### config.mk
export PLATFORM = sky130hd
export DESIGN_NAME = bdwd_front
export DESIGN_NICKNAME = d
export VERILOG_FILES = /design/src/rtl/core/bdwd_pkg.sv /design/src/rtl/core/bdwd_front.sv
export SDC_FILE = /design/constraint.sdc
export NUM_CORES = 1
export LEC_CHECK = 0
export ABC_AREA = 1
export BUFFER_PORTS_ARGS = -buffer_cell sky130_fd_sc_hd__buf_2
export CELL_PAD_IN_SITES_DETAIL_PLACEMENT = 1
export CELL_PAD_IN_SITES_GLOBAL_PLACEMENT = 1
export CORE_MARGIN = 5
export CORE_UTILIZATION = 30
export DETAILED_ROUTE_END_ITERATION = 8
export PLACE_DENSITY_LB_ADDON = 0.2
export SYNTH_ARGS = -nofsm -noshare
export SYNTH_HDL_FRONTEND = slang
export SYNTH_SLANG_ARGS = --single-unit
### constraint.sdc
create_clock -name clk_i -period 6.5 [get_ports clk_i]
set_clock_uncertainty 0.1 [all_clocks]
set_input_delay 0.325 -clock clk_i [delete_from_list [all_inputs] [get_ports clk_i]]
set_output_delay 0.325 -clock clk_i [all_outputs]
set_load 0.05 [all_outputs]
### src/rtl/core/bdwd_pkg.sv
`timescale 1ns / 1ps
// ----------------------------------------------------------------------------
// bdwd_pkg
// Shared types, codes and helpers of the binary delta window decoder.
// ----------------------------------------------------------------------------
package bdwd_pkg;

  localparam int unsigned SOURCE_DEPTH_DEF     = 131072;
  localparam int unsigned WINDOW_DEPTH_DEF     = 131072;
  localparam int unsigned TARGET_DEPTH_DEF     = 131072;
  localparam int unsigned MAX_VARINT_BYTES_DEF = 10;

  localparam int unsigned VCNT_W = 4;   // holds up to the longest varint

  localparam logic [2:0] PH_HEADER = 3'd0;
  localparam logic [2:0] PH_FIRST  = 3'd1;
  localparam logic [2:0] PH_BODY   = 3'd6;
  localparam logic [2:0] PH_DONE   = 3'd7;

  typedef enum logic [1:0] {
    CMD_LOAD_SRC   = 2'd0,
    CMD_DELTA      = 2'd1,
    CMD_READ_TGT   = 2'd2,
    CMD_NEW_STREAM = 2'd3
  } cmd_e;

  typedef enum logic [2:0] {
    STAT_OK       = 3'd0,
    STAT_WIN_DONE = 3'd1,
    STAT_BAD_HDR  = 3'd2,
    STAT_BROKEN   = 3'd3,
    STAT_BAD_OP   = 3'd4,
    STAT_ZERO_LEN = 3'd5,
    STAT_RANGE    = 3'd6,
    STAT_READ     = 3'd7
  } stat_e;

  localparam logic [1:0] OP_SRC  = 2'd0;
  localparam logic [1:0] OP_TGT  = 2'd1;
  localparam logic [1:0] OP_NEW  = 2'd2;
  localparam logic [1:0] OP_BAD  = 2'd3;

  typedef struct packed {
    cmd_e        command;
    logic [7:0]  byte_value;
    logic [16:0] address;
    logic        last_byte;
  } item_t;

  function automatic logic [7:0] magic_byte(input logic [1:0] idx);
    logic [7:0] m;
    case (idx)
      2'd0:    m = 8'h53;
      2'd1:    m = 8'h56;
      2'd2:    m = 8'h4E;
      default: m = 8'h00;
    endcase
    return m;
  endfunction

  // shift in seven bits, saturating once the value would pass 32 bits
  function automatic logic [31:0] push7(input logic [31:0] acc, input logic [7:0] b);
    logic [31:0] r;
    if (acc > 32'h01FF_FFFF) r = 32'hFFFF_FFFF;
    else                     r = {acc[24:0], b[6:0]};
    return r;
  endfunction

endpackage

### src/rtl/core/bdwd_front.sv
`timescale 1ns / 1ps
// ----------------------------------------------------------------------------
// bdwd_front
// Input side: unpacks beats, decodes the command and queues items (2 deep).
// ----------------------------------------------------------------------------
module bdwd_front (
  input  logic             clk_i,
  input  logic             rst_ni,
  input  logic             in_valid_i,
  output logic             in_ready_o,
  input  logic [31:0]      in_data_i,
  input  logic             in_last_i,
  output logic             q_valid_o,
  output bdwd_pkg::item_t  q_item_o,
  input  logic             q_pop_i
);

  bdwd_pkg::item_t item_mem_q [2];
  logic            wr_ptr_q, wr_ptr_d;
  logic            rd_ptr_q, rd_ptr_d;
  logic [1:0]      cnt_q, cnt_d;
  bdwd_pkg::item_t in_item;
  logic            push;
  logic            pop;

  always_comb begin
    in_item.command    = bdwd_pkg::cmd_e'(in_data_i[1:0]);
    in_item.byte_value = in_data_i[9:2];
    in_item.address    = in_data_i[26:10];
    in_item.last_byte  = in_last_i;
  end

  assign in_ready_o = (cnt_q != 2'd2);
  assign push       = in_valid_i && in_ready_o;
  assign q_valid_o  = (cnt_q != 2'd0);
  assign pop        = q_pop_i && q_valid_o;
  assign q_item_o   = item_mem_q[rd_ptr_q];

  always_comb begin
    wr_ptr_d = wr_ptr_q ^ push;
    rd_ptr_d = rd_ptr_q ^ pop;
    cnt_d    = cnt_q + 2'(push) - 2'(pop);
  end

  always_ff @(posedge clk_i or negedge rst_ni) begin
    if (!rst_ni) begin
      wr_ptr_q <= 1'b0;
      rd_ptr_q <= 1'b0;
      cnt_q    <= 2'd0;
    end else begin
      wr_ptr_q <= wr_ptr_d;
      rd_ptr_q <= rd_ptr_d;
      cnt_q    <= cnt_d;
    end
  end

  always_ff @(posedge clk_i) begin
    if (push) begin
      item_mem_q[wr_ptr_q] <= in_item;
    end
  end

endmodule

==> qor.yml <==
sta:
  layout_min_cycle_time_ns: 2.801
  timing.final.crit_share: 0.4309
  fmax_ghz: 0.3570
  tightest_slew_ns: 1.085
  tns_ns: 0
  maxSlewHeadroom: 0.2766
  rsz0062_at_grt: "false"
  setup_viol: 0
  hold_viol: 0
  final_max_slew_viol_count: 0
placement:
  dp_hpwl_um: 3183
  dpl.cell_count: 333
  routabilityCongestion: 0.6450
  portBuffers: 61
critical_path:
  cp_num_cells: 4
  reg2regPathDepth: 2
  path_delay_family: "flip-flops"
  cp_common_cell: "nand2_1"
  required_ns: 6.07
  cp.buffers_inverters: 2
  slowest_delay_ns: 1.06
  cp_cell_sequence: "inv_2, nand2_1, nand2_1, buf_2"
  startpoint_type: "flip-flop"
  crit_path_end_kind: "output pin"
  critPathArrivalTime_ns: 2.38
  reg2reg_slack_ns: 4.38
  worstSetupPathType: "flip-flop to output pin"
  cp_slowest_cell: "dfrtp_1"
  cp_max_fo: 29
routing:
  detail-route-antenna-nets: 0
  drtIter0Drc: 39
  wl_um: 4733
  vias: 1442
  drc: 0
  firstDrtPassIters: 4
  routed_via_density: 4.120
  avgRoutedWirePerCell_um: 13.52
power:
  seq_power_share: 0.368
  finalPower_mw: 1.591
  internal_power_mw: 0.8429
  power.density_nw_per_um2: 555.2
  cellLeakagePower_nw: 1.264
  ir_drop_mv: 0.2332
  switching_share: 0.4704
  pwr-share-clk: 0.192
  combPwrFrac: 0.439
  switchingPower_mw: 0.7485
yosys:
  synth_area_per_cell_um2: 12.81
  syn_area_um2: 2280
  yosysUniqueCellTypes: 14
  synth_warnings: 0
  synthCells: 178
  ys_seq_area_frac: 0.7816
  ys_ff_latch: 60
  syn_nets: 217
floorplanning:
  core-area_um2: 7331
  io_pins: 67
  rows: 31
  die_height_um: 97.17
  initial_utilization: 0.3110
  die_area_um2: 9442
  die_x_um: 97.17
global_routing:
  grt_max_degree: 30
  grt_overflow_total: 0
  grt_pass1_vias: 1554
  antenna_found_initial: 0
  grt_usage: 0.1073
  grt_pass1_wl_um: 7769
clocking:
  cts_buffers: 9
  cts_resized: 0
  cts_sinks: 60
  cts_tree: "built"
  post_cts_buffers: 0
  root_buffer: "clkbuf_8"
  clk_path_buf_depth: 2
  htree_num_levels: 3
  cts.clk_slew.worst_paths_ns: 0.06
  clk_latency_ns: 0.32
finish:
  fin_nets: 285
  instances_no_fill: 350
  drive_above_1_share: 0.3108
  antennaDiodeCount: 0
  final_cell_mix: "nand2_1, buf_2, edfxtp_1"
  synthToLayoutAreaGrowth_pct: 25.74
  final_common_cell: "nand2_1"
  fillers: 804
min_path:
  worstHoldPathType: "input pin to flip-flop"
  whs_path_depth: 1
flow_run:
  maxCapViolCount: 0
run_status:
  outcome: "finished, final reports clean"
==> cell families (layout without fill, tap and decap cells) <==
group | Yosys count | after routing | synth area share
AOI/OAI and AO/OA | 1 | 1 | 0.002193
xor gates and xnor gates | 1 | 1 | 0.003843
adders and majority gates | 2 | 2 | 0.01098
buffers and inverters | 16 | 89 | 0.03841
DFF | 60 | 60 | 0.7816
and+or+nand+nor | 98 | 98 | 0.1630
==> per-layer routing <==
layer / global-route usage / share of wire / vias up
met5: 0 / 0 / -
li1: - / - / 721
met4: 0.06803 / 0.018 / 0
met3: 0.03302 / 0.055 / 7
met1: 0.1193 / 0.41 / 677
met2: 0.1778 / 0.51 / 37
==> state kept, by name (all words and copies together) (netlist names) <==
name and count:
wr_ptr_q 1, rd_ptr_q 1, cnt_q 2, item_mem_q 56
==> synth_stat cells <==
library cell / count / area, µm²
buf_4: 3 / 22.52
edfxtp_1: 56 / 1682
buf_6: 2 / 22.52
buf_2: 1 / 5.000
inv_1: 9 / 33.78
o21ai_1: 1 / 5.000
inv_2: 1 / 3.750
nand2_2: 1 / 6.260
ha_1: 2 / 25.02
nand3_1: 1 / 5.000
dfrtp_1: 4 / 100.1
nand2_1: 93 / 349.1
xor2_1: 1 / 8.760
nor2_1: 3 / 11.26
==> through the flow <==
step | hold WS, ns | cell area [µm²] | util | worst slack (ns)
2_1_floorplan | -0.07059 | 2280 | - | 3.861
3_3_place_gp | 0.04182 | 2674 | 0.3647 | 3.931
3_5_place_dp | 0.04452 | 2674 | 0.3647 | 3.907
4_1_cts | 0.06288 | 2867 | 0.3910 | 3.540
5_1_grt | 0.06502 | 2867 | 0.3910 | 3.419
6_report | 0.08544 | 2867 | 0.3910 | 3.699
==> cell type report <==
class | instances | area (µm²) | area share
Clock inverter | 6 | 55.05 | 0.01921
Multi-Input combinational cell | 102 | 417.9 | 0.1458
Clock buffer | 10 | 127.6 | 0.04452
Sequential cell | 60 | 1782 | 0.6216
Inverter | 10 | 37.54 | 0.01309
Timing Repair Buffer | 63 | 322.8 | 0.1126
Tap cell | 99 | 123.9 | 0.04321
==> final timing paths <==
check,start,endpoint
setup / recovery,rd_ptr_q,q_item_o[5]
hold / removal,in_data_i[1],item_mem_q[1][27]
setup reg to reg,rd_ptr_q,rd_ptr_q
hold reg to reg,cnt_q[0],cnt_q[0]
max in group asynchronous,rst_ni,cnt_q[0]
min in group asynchronous,rst_ni,cnt_q[1]
==> power groups by stage <==
stage | Sequential [mW] | Combinational [mW] | Clock (mW)
3_5_place_dp | 0.599 | 0.716 | 0
3_3_place_gp | 0.595 | 0.707 | 0
6_report | 0.586 | 0.699 | 0.306
4_1_cts | 0.590 | 0.718 | 0.319
2_1_floorplan | 0.561 | 0.577 | 0
5_1_grt | 0.599 | 0.758 | 0.335
==> repair_timing <==
item	in CTS	in global routing
endpoints found under the setup margin	0	0
hold endpoints to repair	4	0
hold buffers	1	0
(Power assumes the default switching activity.)
